==> src/rtl/tls_pkg.sv <==
// Package for the two-way traffic light sequencer.
// Holds the phase codes, the lamp table, the config and state structs.
// No dependencies; every other file imports it.
`timescale 1ns / 1ps

package tls_pkg;

  // Width of the per-phase tick counter.
  localparam int TIMER_BITS = 16;
  localparam int DUR_BITS   = 16;
  localparam int FLASH_BITS = 4;
  localparam int LAMP_BITS  = 6;
  localparam int PHASE_BITS = 4;
  localparam int CFG_IDX_BITS  = 3;
  localparam int CFG_DATA_BITS = 16;

  // Configuration register indexes.
  localparam logic [CFG_IDX_BITS-1:0] REG_GREEN      = 3'd0;
  localparam logic [CFG_IDX_BITS-1:0] REG_YELLOW     = 3'd1;
  localparam logic [CFG_IDX_BITS-1:0] REG_OVERLAP    = 3'd2;
  localparam logic [CFG_IDX_BITS-1:0] REG_FLASH_CYC  = 3'd3;
  localparam logic [CFG_IDX_BITS-1:0] REG_FLASH_HALF = 3'd4;

  // Sequencer phases, numbered as the phase_code output.
  typedef enum logic [PHASE_BITS-1:0] {
    PH_FLASH_ON  = 4'd0,
    PH_FLASH_OFF = 4'd1,
    PH_G1R2      = 4'd2,
    PH_Y1R2      = 4'd3,
    PH_R1R2Y2    = 4'd4,
    PH_R1G2      = 4'd5,
    PH_R1Y2      = 4'd6,
    PH_R1R2Y1    = 4'd7,
    PH_STOPPED   = 4'd8
  } phase_t;

  typedef struct packed {
    logic [DUR_BITS-1:0]   green_ticks;
    logic [DUR_BITS-1:0]   yellow_ticks;
    logic [DUR_BITS-1:0]   overlap_ticks;
    logic [FLASH_BITS-1:0] flash_cycles;
    logic [DUR_BITS-1:0]   flash_half_ticks;
  } cfg_t;

  typedef struct packed {
    phase_t                phase;
    logic [TIMER_BITS-1:0] tick_count;
    logic [FLASH_BITS-1:0] flash_count;
    logic                  stop_latched;
  } seq_state_t;

  // Lamp pattern of each phase; bit 0 red_one up to bit 5 green_two.
  function automatic logic [LAMP_BITS-1:0] tls_lamps(input phase_t ph);
    logic [LAMP_BITS-1:0] l;
    case (ph)
      PH_FLASH_ON:  l = 6'h3F;
      PH_FLASH_OFF: l = 6'h00;
      PH_G1R2:      l = 6'h0C;
      PH_Y1R2:      l = 6'h0A;
      PH_R1R2Y2:    l = 6'h19;
      PH_R1G2:      l = 6'h21;
      PH_R1Y2:      l = 6'h11;
      PH_R1R2Y1:    l = 6'h0B;
      default:      l = 6'h0C;
    endcase
    return l;
  endfunction

  // Duration of a phase in ticks; zero counts as one.
  function automatic logic [TIMER_BITS-1:0] tls_length(input phase_t ph, input cfg_t c);
    logic [DUR_BITS-1:0] d;
    case (ph)
      PH_FLASH_ON, PH_FLASH_OFF: d = c.flash_half_ticks;
      PH_G1R2, PH_R1G2:          d = c.green_ticks;
      PH_Y1R2, PH_R1Y2:          d = c.yellow_ticks;
      default:                   d = c.overlap_ticks;
    endcase
    if (d == '0) begin
      d = DUR_BITS'(1);
    end
    return TIMER_BITS'(d);
  endfunction

endpackage

==> src/rtl/tls_config.sv <==
// Configuration register file of the traffic light sequencer.
// Depends on tls_pkg for the register indexes and the cfg_t struct.
`timescale 1ns / 1ps

module tls_config (
  input  logic                               clk,
  input  logic                               rst,
  input  logic                               cfg_valid,
  output logic                               cfg_ready,
  input  logic [tls_pkg::CFG_IDX_BITS-1:0]   cfg_index,
  input  logic [tls_pkg::CFG_DATA_BITS-1:0]  cfg_data,
  output tls_pkg::cfg_t                      cfg
);
  import tls_pkg::*;

  // Writes are always taken.
  assign cfg_ready = 1'b1;

  // Register writes; unknown indexes are dropped.
  always_ff @(posedge clk) begin
    if (rst) begin
      cfg.green_ticks      <= 16'd600;
      cfg.yellow_ticks     <= 16'd50;
      cfg.overlap_ticks    <= 16'd20;
      cfg.flash_cycles     <= 4'd5;
      cfg.flash_half_ticks <= 16'd10;
    end else if (cfg_valid) begin
      case (cfg_index)
        REG_GREEN:      cfg.green_ticks      <= cfg_data[DUR_BITS-1:0];
        REG_YELLOW:     cfg.yellow_ticks     <= cfg_data[DUR_BITS-1:0];
        REG_OVERLAP:    cfg.overlap_ticks    <= cfg_data[DUR_BITS-1:0];
        REG_FLASH_CYC:  cfg.flash_cycles     <= cfg_data[FLASH_BITS-1:0];
        REG_FLASH_HALF: cfg.flash_half_ticks <= cfg_data[DUR_BITS-1:0];
        default: ;
      endcase
    end
  end

endmodule

==> src/rtl/tls_step.sv <==
// Next-state logic of the traffic light sequencer for one input beat.
// Depends on tls_pkg for phases, lamp and duration functions and structs.
`timescale 1ns / 1ps

module tls_step (
  input  tls_pkg::seq_state_t state,
  input  tls_pkg::cfg_t       cfg,
  input  logic                tick,
  input  logic                stop_request,
  output tls_pkg::seq_state_t state_next
);
  import tls_pkg::*;

  phase_t                ph;
  logic [TIMER_BITS-1:0] cnt;
  logic [FLASH_BITS-1:0] fc;
  logic [FLASH_BITS-1:0] fc_inc;
  logic                  stop_n;
  logic                  expire;

  always_comb begin
    stop_n = state.stop_latched | stop_request;
    ph     = state.phase;
    cnt    = state.tick_count;
    fc     = state.flash_count;
    fc_inc = state.flash_count + FLASH_BITS'(1);

    // A code past the stopped one falls into the stopped phase.
    if (ph > PH_STOPPED) begin
      ph  = PH_STOPPED;
      cnt = '0;
    end

    // Flash already complete (for instance zero flashes configured).
    if (ph == PH_FLASH_ON && fc >= cfg.flash_cycles) begin
      ph  = stop_n ? PH_STOPPED : PH_G1R2;
      cnt = '0;
    end

    expire = ({1'b0, cnt} + (TIMER_BITS+1)'(1)) >= {1'b0, tls_length(ph, cfg)};

    // Count the tick or move to the next phase.
    if (tick && ph != PH_STOPPED) begin
      if (expire) begin
        cnt = '0;
        case (ph)
          PH_FLASH_ON:  ph = PH_FLASH_OFF;
          PH_FLASH_OFF: begin
            fc = fc_inc;
            if (fc_inc == '0 || fc_inc >= cfg.flash_cycles) begin
              ph = stop_n ? PH_STOPPED : PH_G1R2;
            end else begin
              ph = PH_FLASH_ON;
            end
          end
          PH_R1R2Y1:    ph = stop_n ? PH_STOPPED : PH_G1R2;
          default:      ph = phase_t'(ph + PHASE_BITS'(1));
        endcase
      end else begin
        cnt = cnt + TIMER_BITS'(1);
      end
    end

    state_next.phase        = ph;
    state_next.tick_count   = cnt;
    state_next.flash_count  = fc;
    state_next.stop_latched = stop_n;
  end

endmodule

==> src/rtl/two_way_traffic_light_sequencer_core.sv <==
// Top level of the two-way traffic light sequencer.
// Depends on tls_pkg, tls_config and tls_step.
`timescale 1ns / 1ps

// Unless the output stalls, the block takes one beat per clock (a tick
// flag and a stop request) and returns one beat per input with the six
// lamps and the phase code after that step, so throughput is one beat per
// cycle, set by the combinational phase and tick counter update; a beat
// passes the input, then the result register. After reset the lamps flash, then the
// six traffic phases repeat; a latched stop ends the flash or a full cycle
// and holds green on head one with red on head two until reset.
// Configuration registers may be written while no beat is in flight.
module two_way_traffic_light_sequencer_core (
  input  logic                              clk,
  input  logic                              rst,
  input  logic                              s_tvalid,
  output logic                              s_tready,
  input  logic [7:0]                        s_tdata,   // tick, stop_request, zero pad
  output logic                              m_tvalid,
  input  logic                              m_tready,
  output logic [15:0]                       m_tdata,   // red_one, yellow_one, green_one,
                                                       // red_two, yellow_two, green_two,
                                                       // phase_code[3:0], zero pad
  input  logic                              cfg_valid,
  output logic                              cfg_ready,
  input  logic [tls_pkg::CFG_IDX_BITS-1:0]  cfg_index,
  input  logic [tls_pkg::CFG_DATA_BITS-1:0] cfg_data
);
  import tls_pkg::*;

  cfg_t       cfg;
  seq_state_t state;
  seq_state_t state_next;
  logic       in_valid;
  logic       in_tick;
  logic       in_stop;
  logic       advance;

  tls_config u_config (
    .clk       (clk),
    .rst       (rst),
    .cfg_valid (cfg_valid),
    .cfg_ready (cfg_ready),
    .cfg_index (cfg_index),
    .cfg_data  (cfg_data),
    .cfg       (cfg)
  );

  tls_step u_step (
    .state        (state),
    .cfg          (cfg),
    .tick         (in_tick),
    .stop_request (in_stop),
    .state_next   (state_next)
  );

  // The held beat moves on when the result register is free or draining.
  assign advance  = in_valid && (!m_tvalid || m_tready);
  assign s_tready = !in_valid || advance;

  // Input register.
  always_ff @(posedge clk) begin
    if (rst) begin
      in_valid <= 1'b0;
    end else if (s_tready) begin
      in_valid <= s_tvalid;
    end
  end

  always_ff @(posedge clk) begin
    if (s_tready && s_tvalid) begin
      in_tick <= s_tdata[0];
      in_stop <= s_tdata[1];
    end
  end

  // Sequencer state.
  always_ff @(posedge clk) begin
    if (rst) begin
      state.phase        <= PH_FLASH_ON;
      state.tick_count   <= '0;
      state.flash_count  <= '0;
      state.stop_latched <= 1'b0;
    end else if (advance) begin
      state <= state_next;
    end
  end

  // Result register.
  always_ff @(posedge clk) begin
    if (rst) begin
      m_tvalid <= 1'b0;
    end else if (advance) begin
      m_tvalid <= 1'b1;
    end else if (m_tready) begin
      m_tvalid <= 1'b0;
    end
  end

  always_ff @(posedge clk) begin
    if (advance) begin
      m_tdata <= {6'b0, state_next.phase, tls_lamps(state_next.phase)};
    end
  end

`ifndef SYNTHESIS
  // The stopped phase is terminal.
  a_stop_holds: assert property (@(posedge clk) disable iff (rst)
    state.phase == PH_STOPPED |=> state.phase == PH_STOPPED)
    else $error("sequencer left the stopped phase");

  // A latched stop request is never forgotten.
  a_latch_holds: assert property (@(posedge clk) disable iff (rst)
    state.stop_latched |=> state.stop_latched)
    else $error("stop latch cleared");

  // A result beat shows the lamps of its own phase.
  a_lamps_match: assert property (@(posedge clk) disable iff (rst)
    m_tvalid |-> m_tdata[5:0] == tls_lamps(phase_t'(m_tdata[9:6])))
    else $error("lamps do not match phase code");

  // A held beat that cannot move stays in the input register.
  a_in_holds: assert property (@(posedge clk) disable iff (rst)
    in_valid && !advance |=> in_valid && $stable(in_tick) && $stable(in_stop))
    else $error("stalled input beat lost");
`endif

endmodule

==> config.mk <==
export PLATFORM = sky130hd
export DESIGN_NAME = two_way_traffic_light_sequencer_core
export DESIGN_NICKNAME = d
export VERILOG_FILES = /design/src/rtl/tls_pkg.sv /design/src/rtl/tls_config.sv /design/src/rtl/tls_step.sv /design/src/rtl/two_way_traffic_light_sequencer_core.sv
export SDC_FILE = /design/constraint.sdc
export NUM_CORES = 1
export LEC_CHECK = 0
export BUFFER_PORTS_ARGS = -buffer_cell sky130_fd_sc_hd__buf_2
export CAP_MARGIN = 5
export CORE_AREA = 2 2 98 100
export CTS_CLUSTER_DIAMETER = 200
export DETAILED_ROUTE_END_ITERATION = 8
export DIE_AREA = 0 0 100 102
export GPL_TIMING_DRIVEN = 0
export HOLD_SLACK_MARGIN = 0.1
export PLACE_DENSITY_LB_ADDON = 0.1
export SLEW_MARGIN = 40
export SYNTH_ARGS = -nofsm -noshare
export SYNTH_HDL_FRONTEND = slang
export SYNTH_SLANG_ARGS = --single-unit
==> constraint.sdc <==
create_clock -name clk -period 7.3 [get_ports clk]
set_input_delay 0.365 -clock clk [delete_from_list [all_inputs] [get_ports clk]]
set_output_delay 0.365 -clock clk [all_outputs]
set_load 0.01 [all_outputs]
==> results of run 1 <==
==> registers in the layout, summed over array words and instances, names as in the netlist <==
| signal | count |
|---|---|
| in_stop | 1 |
| in_tick | 1 |
| u_config.cfg | 68 |
| m_tdata | 10 |
| state | 25 |
| in_valid | 1 |
| m_tvalid | 1 |
==> worst max-delay path, stage by stage, from the launching register on <==
cell and delay (ns):
dfxtp_1 0.46, inv_1 0.10, ha_1 0.30, nand2b_4 0.16, a2111oi_4 0.54, o31a_1 0.38, and2_1 0.25, ha_1 0.21
nand3_1 0.15, nor2_1 0.30, and2_1 0.22, nand2_1 0.08, xor2_1 0.15, nor2_1 0.20, ha_1 0.29, a2111oi_0 0.47
a21oi_1 0.17, a31oi_2 0.27, a21bo_2 0.27, o221ai_1 0.19, nand2_1 0.17, inv_1 0.10, ha_1 0.18, inv_1 0.04
mux2i_1 0.05, and2_1 0.16
==> final cells by class <==
class	count	area [µm²]	area share
buffer	43	195.2	0.03122
clock buffer	9	123.9	0.01982
clock inverter	7	107.6	0.01721
inverter	14	52.55	0.008407
multi-input combinational	528	3191	0.5104
sequential	107	2262	0.3619
tap	111	138.9	0.02222
timing repair buffer	36	180.2	0.02882
==> how the worst max path moves through the flow <==
stage	from	to	slack, ns	cells past startpoint
3_5_place_dp	state[1]	m_tdata[1]	1.32	25
2_1_floorplan	state[1]	m_tdata[1]	2.41	25
4_1_cts	state[1]	m_tdata[1]	1.25	25
3_3_place_gp	state[1]	m_tdata[1]	1.58	25
5_1_grt	state[1]	m_tdata[1]	0.72	25
6_report	state[1]	m_tdata[1]	1.17	25
==> power groups by stage <==
stage / combinational [mW] / sequential (mW) / clock (mW)
after floorplan: 0.0637 / 0.628 / 0
final: 0.102 / 0.616 / 0.415
after global placement: 0.0967 / 0.629 / 0
after CTS: 0.100 / 0.616 / 0.418
after detailed placement: 0.0996 / 0.629 / 0
after global routing: 0.112 / 0.618 / 0.442
==> layer usage <==
metal	up-vias	wire (µm)
met2	254	7164
li1	2506	-
met3	35	1286
met4	0	410
met1	2437	6205
met5	-	0
==> cells by family (layout without fill, tap and decap cells) <==
| kind of cell | count (synthesis) | count (layout) | share of synthesized area |
|---|---|---|---|
| compound gates | 165 | 165 | 0.2017 |
| buf+inv | 57 | 109 | 0.04369 |
| other cells | 2 | 7 | 0.001324 |
| simple gates | 290 | 290 | 0.2266 |
| xor+xnor | 24 | 24 | 0.03839 |
| mux | 10 | 10 | 0.01876 |
| fa+ha+maj | 32 | 32 | 0.07061 |
| flops | 107 | 107 | 0.3989 |
==> layout by cell type, fill, tap and decap left out, types with 5 or more instances in the layout <==
| cell | synthesis | final |
|---|---|---|
| nand2_1 | 158 | 158 |
| dfxtp_1 | 95 | 95 |
| a21oi_1 | 71 | 71 |
| nor2_1 | 60 | 60 |
| buf_2 | 3 | 39 |
| ha_1 | 32 | 32 |
| clkbuf_1 | 31 | 31 |
| a22oi_1 | 17 | 17 |
| inv_1 | 13 | 13 |
| nand3_1 | 13 | 13 |
| xnor2_1 | 13 | 13 |
| nand3b_1 | 12 | 12 |
| edfxtp_1 | 12 | 12 |
| a222oi_1 | 11 | 11 |
| xor2_1 | 10 | 10 |
| clkbuf_8 | 0 | 9 |
| buf_4 | 8 | 8 |
| and2_1 | 7 | 7 |
| o21ai_0 | 7 | 7 |
| a21boi_0 | 7 | 7 |
| conb_1 | 2 | 7 |
| nor2b_1 | 6 | 6 |
| and3_1 | 6 | 6 |
| o2bb2ai_1 | 6 | 6 |
| or2_2 | 5 | 5 |
| a221oi_1 | 5 | 5 |
| mux2_2 | 5 | 5 |
| mux2i_1 | 5 | 5 |
==> metrics by stage <==
stage	power, mW	instances	hold slack [ns]	util
after floorplan	0.6921	692	0.4336	-
after global placement	0.7253	839	0.4409	0.6596
after detailed placement	0.7290	839	0.4468	0.6609
after CTS	1.135	855	0.1585	0.6863
after global routing	1.172	855	0.1578	0.6863
final	1.134	855	0.1645	0.6863
==> metrics.csv, run 1 <==
metric,value,unit
status,finished clean,
worstSetupStartpointType,flop,
hold_path_class,input pin to flop,
nets,803,
grt_pass1_wl,24360,µm
ant_nets,0,
holdCritStartpoint,s_tdata[0],
grt_max_degree,23,
vias,5232,
synth_ff_type,dfxtp_1,
yosysSeqAreaShare,0.3989,
whs_path_depth,1,
dieArea,10200,µm²
htreeDepth,3,
grtUsageMet1,0.3911,
core_area,9109,µm²
ys_async_sr_fraction,0,
drive_above_1_share,0.1142,
max_slew.worst_pin.slew,0.7221,ns
place_area,6020,µm²
cts_buffers,9,
worstSetupPathType,flop to flop,
drtPass1Iterations,6,
synth_edf_count,12,
yosysWarnings,0,
path_max_fanout,7,
setup_ws,1.170,ns
clkPwrFrac,0.366,
viasPerCell,6.119,
clock-sinks,107,
cap_violations,0,
gp_congestion,0.8889,
top_usage_layer,met2,
min_period_over_period,0.8397,
synth_cell_types,63,
wirelength,15070,µm
ir_drop,0.0001259,V
tns,0,ns
die_h,102,µm
drt_iter0_drc,502,
antenna_found_initial,0,
grt_pass1_vias,4939,
cts_tree,yes,
maxSlewViolCount,0,
grtUsageTotal,0.3046,
p_seq_frac,0.544,
fin_area,6251,µm²
clock_skew,0.02181,ns
reg2reg_to,m_tdata[1],
p_comb_frac,0.090,
ios,51,
clock_path_buffers,2,
cts_hold_buf,0,
rows,35,
p_leak,2.497,nW
hold_path_end,in_tick,
clkLatencyLatePin,0.39,ns
diodes,0,
cts_setup_buffers,0,
netSwitchingPower,0.3125,mW
nFillCells,767,
yosys.area.top_type_share,0.3354,
wl_per_cell,17.62,µm
r2r_cells,25,
dpl_worst_slack,1.323,ns
cellPowerDensity,181.3,nW/µm²
setup_viol_count_final,0,
die_x,100,µm
p_int,0.8211,mW
worstPathArrival,6.27,ns
syn_inst,687,
port_buffers,36,
max_freq,0.1631,GHz
ys_ff_latch,107,
rsz0062_at_grt,false,
netSwitchingFraction,0.2757,
met2_usage,0.5203,
syn2layout_area_growth,10.24,%
synth.top_cells.by_count,"nand2_1, dfxtp_1, a21oi_1",
ff2ff_setup_slack,1.17,ns
clockRootBuffer,clkbuf_8,
relSlewSlack,0.5186,
cts_resized,0,
layout_min_cycle_time,6.130,ns
synth_top_area_cell,dfxtp_1,
yosysMostFrequentCell,nand2_1,
use_met3,0.04241,
overflow,0,
initial_utilization,0.6225,
avgSynthCellArea,8.254,µm²
r2r-start,state[1],
syn_area,5670,µm²
dp.final_hpwl,10950,µm
clk_pin_slew,0.12,ns
endpoint_kind,flop,
cp_data_required_time,7.44,ns
drc,0,
hold_violations,0,
yosys-top-cells-area,"dfxtp_1, nand2_1, ha_1",
Note: power is estimated with default switching activity, not from simulation.
==> inputs of run 2 (changes only) <==
--- a/config.mk
+++ b/config.mk
@@ -5,12 +5,13 @@
 export SDC_FILE = /design/constraint.sdc
 export NUM_CORES = 1
 export LEC_CHECK = 0
+export ABC_AREA = 1
 export BUFFER_PORTS_ARGS = -buffer_cell sky130_fd_sc_hd__buf_2
 export CAP_MARGIN = 5
-export CORE_AREA = 2 2 98 100
+export CORE_AREA = 2 2 105 107
 export CTS_CLUSTER_DIAMETER = 200
 export DETAILED_ROUTE_END_ITERATION = 8
-export DIE_AREA = 0 0 100 102
+export DIE_AREA = 0 0 107 109
 export GPL_TIMING_DRIVEN = 0
 export HOLD_SLACK_MARGIN = 0.1
 export PLACE_DENSITY_LB_ADDON = 0.1
==> constraint.sdc (replaced) <==
create_clock -name clk -period 6 [get_ports clk]
set_input_delay 0.3 -clock clk [delete_from_list [all_inputs] [get_ports clk]]
set_output_delay 0.3 -clock clk [all_outputs]
set_load 0.01 [all_outputs]
==> run 2 against run 1 <==
Fmax grew 13%. Non-clock buffer count is the same. Global-route usage shrank 2.9 points. Register-to-register slack lost 0.61 ns. Die area grew 14%. Setup slack lost 0.61 ns. Wire length grew 2.1%. Via count grew 8.4%. Clock-buffer cell count grew 2. Sequential power grew 27%. Critical path type unchanged.
==> metrics.csv, run 2 <==
metric,value,unit,change
synth.top_cells.by_count,"nand2_1, nor2_1, dfxtp_1",,
met2_usage,0.4827,,-0.03756
nFillCells,1009,,+32%
diodes,0,,unchanged
endpoint_kind,flop,,
vias,5669,,+8.4%
p_leak,3.199,nW,+28%
largest_reg_flops,68,,unchanged
cellPowerDensity,243.9,nW/µm²,+34%
dp.final_hpwl,11600,µm,+5.9%
antenna_found_initial,0,,unchanged
die_x,107,µm,+7.0%
wl_per_cell,14.35,µm,-19%
setup_ws,0.5576,ns,-0.6127 ns
synth_top_area_cell,dfxtp_1,,
r2r-start,state[1],,
layout_commonest_cell,nand2_1,,
synth_ff_type,dfxtp_1,,
syn_area,6126,µm²,+8.0%
max_freq,0.1837,GHz,+13%
yosys.area.top_type_share,0.3105,,-0.02494
htreeDepth,3,,unchanged
grtUsageTotal,0.2754,,-0.02928
synth_edf_count,12,,unchanged
largest-register,u_config.cfg,,
cap_violations,0,,unchanged
whs_path_depth,3,,+2
ir_drop,0.0001908,V,+51%
cp-endpoint,m_tdata[3],,
hold_path_class,input pin to flop,,
cts_setup_buffers,0,,unchanged
cts_hold_buf,2,,+2
die_h,109,µm,+6.9%
yosysMostFrequentCell,nand2_1,,
cts_tree,yes,,
grtUsageMet1,0.3374,,-0.05370
ff_latch_area,2262,µm²,unchanged
clock_skew,0.01109,ns,-0.01072 ns
cp_data_required_time,6.15,ns,-1.29 ns
tns,0,ns,unchanged
clock_path_buffers,2,,unchanged
yosysSeqAreaShare,0.3693,,-0.02966
drtPass1Iterations,5,,-1
yosys-top-cells-area,"dfxtp_1, nand2_1, nor2_1",,
avgSynthCellArea,7.025,µm²,-15%
cts_buffers,9,,unchanged
clkLatencyLatePin,0.39,ns,about the same
overflow,0,,unchanged
clockRootBuffer,clkbuf_8,,
viasPerCell,5.288,,-14%
reg2reg_to,m_tdata[3],,
worstPathArrival,5.59,ns,-0.68 ns
relSlewSlack,0.4417,,-0.07689
grt_pass1_wl,25310,µm,+3.9%
port_buffers,37,,+2.8%
status,finished clean,,
path_max_fanout,10,,+3
cp_slowest_cell,dfxtp_1,,
grt_pass1_vias,5349,,+8.3%
yosysWarnings,0,,unchanged
layout_common_cells,"nand2_1, nor2_1, dfxtp_1",,
dieArea,11660,µm²,+14%
max_slew.worst_pin.slew,0.8310,ns,+0.1089 ns
worstSetupPathType,flop to flop,,
drc,0,,unchanged
wirelength,15380,µm,+2.1%
worstSetupStartpointType,flop,,
cpPeakStageDelay,0.43,ns,-0.11 ns
ys_async_sr_fraction,0,,unchanged
layout_min_cycle_time,5.442,ns,-0.6873 ns
clk_pin_slew,0.11,ns,about the same
reg.largest.list,"u_config.cfg (68), state (25), m_tdata (10)",,
dpl_worst_slack,0.6329,ns,-0.6896 ns
cts_resized,0,,unchanged
ff2ff_setup_slack,0.56,ns,-0.61 ns
grt_max_degree,20,,-13%
syn_inst,872,,+27%
min_period_over_period,0.9071,,+0.06738
hold_violations,0,,unchanged
syn2layout_area_growth,9.927,%,
drt_iter0_drc,339,,-32%
drive_above_1_share,0.1180,,+0.003778
maxSlewViolCount,0,,unchanged
ant_nets,0,,unchanged
setup_viol_count_final,0,,unchanged
ys_ff_latch,107,,unchanged
top_usage_layer,met2,,
initial_utilization,0.5778,,-0.04476
clock-sinks,107,,unchanged
gp_congestion,0.9066,,+2.0%
nets,991,,+23%
use_met3,0.05798,,+0.01557
core_area,10600,µm²,+16%
r2r_cells,30,,+20%
crit_start,state[1],,
rsz0062_at_grt,false,,
ios,51,,unchanged
rows,38,,+8.6%
synth_cell_types,42,,-33%
multi_input_area,3283,µm²,+2.9%
-- run 2: critical path: cells and delay by family (launching register included) --
family | cells | cell delay (ns)
compound gates | 5 | 0.75
xor+xnor | 1 | 0.26
fa+ha+maj | 4 | 1.14
buf+inv | 4 | 0.40
flops | 1 | 0.43
simple gates | 16 | 2.18
-- run 2: cell type report --
class	count	share of cell area
clock buffer	11	0.02100
multi-input combinational	632	0.4876
inverter	98	0.05574
sequential	107	0.3359
clock inverter	5	0.009848
buffer	40	0.03344
timing repair buffer	39	0.03047
tap	140	0.02601
-- run 2: per-stage QoR --
step / util / power [mW] / hold slack (ns) / std cells / instance area [µm²]
floorplan: - / 1.073 / 0.3989 / 877 / 6145
global placement: 0.6135 / 1.164 / 0.4374 / 1054 / 6505
detailed placement: 0.6136 / 1.177 / 0.4444 / 1054 / 6506
CTS: 0.6351 / 1.648 / 0.1548 / 1072 / 6734
global route: 0.6351 / 1.729 / 0.1818 / 1072 / 6734
finish: 0.6351 / 1.642 / 0.1764 / 1072 / 6734
-- run 2: power by group --
part / leakage, nW / total (mW) / switching [mW] / internal, mW
registers: 0.888 / 0.781 / 0.0169 / 0.764
logic: 2.20 / 0.383 / 0.255 / 0.129
clock network: 0.108 / 0.478 / 0.266 / 0.212
-- run 2: kinds of logic (layout without fill, tap and decap cells) --
family	count (synthesis)	count (layout)	share of synthesized area
simple gates	416	416	0.3041
compound gates	162	162	0.1407
buf+inv	138	193	0.09783
flops	107	107	0.3693
fa+ha+maj	32	32	0.06536
xor+xnor	15	15	0.02145
other cells	2	7	0.001226
-- run 2: worst min-delay path by stage --
stage                          start          endpoint
global placement    u_config.cfg[40]  u_config.cfg[40]
floorplan                 s_tdata[1]           in_stop
CTS                      cfg_data[5]  u_config.cfg[41]
detailed placement  u_config.cfg[58]  u_config.cfg[58]
global route             cfg_data[5]  u_config.cfg[25]
finish                   cfg_data[9]  u_config.cfg[61]
-- run 2: metal layers --
layer  part of all wire  up-vias
met5                  0        -
met4              0.021        0
met3              0.055       27
met2               0.48      160
met1               0.44     2594
li1                   -     2888
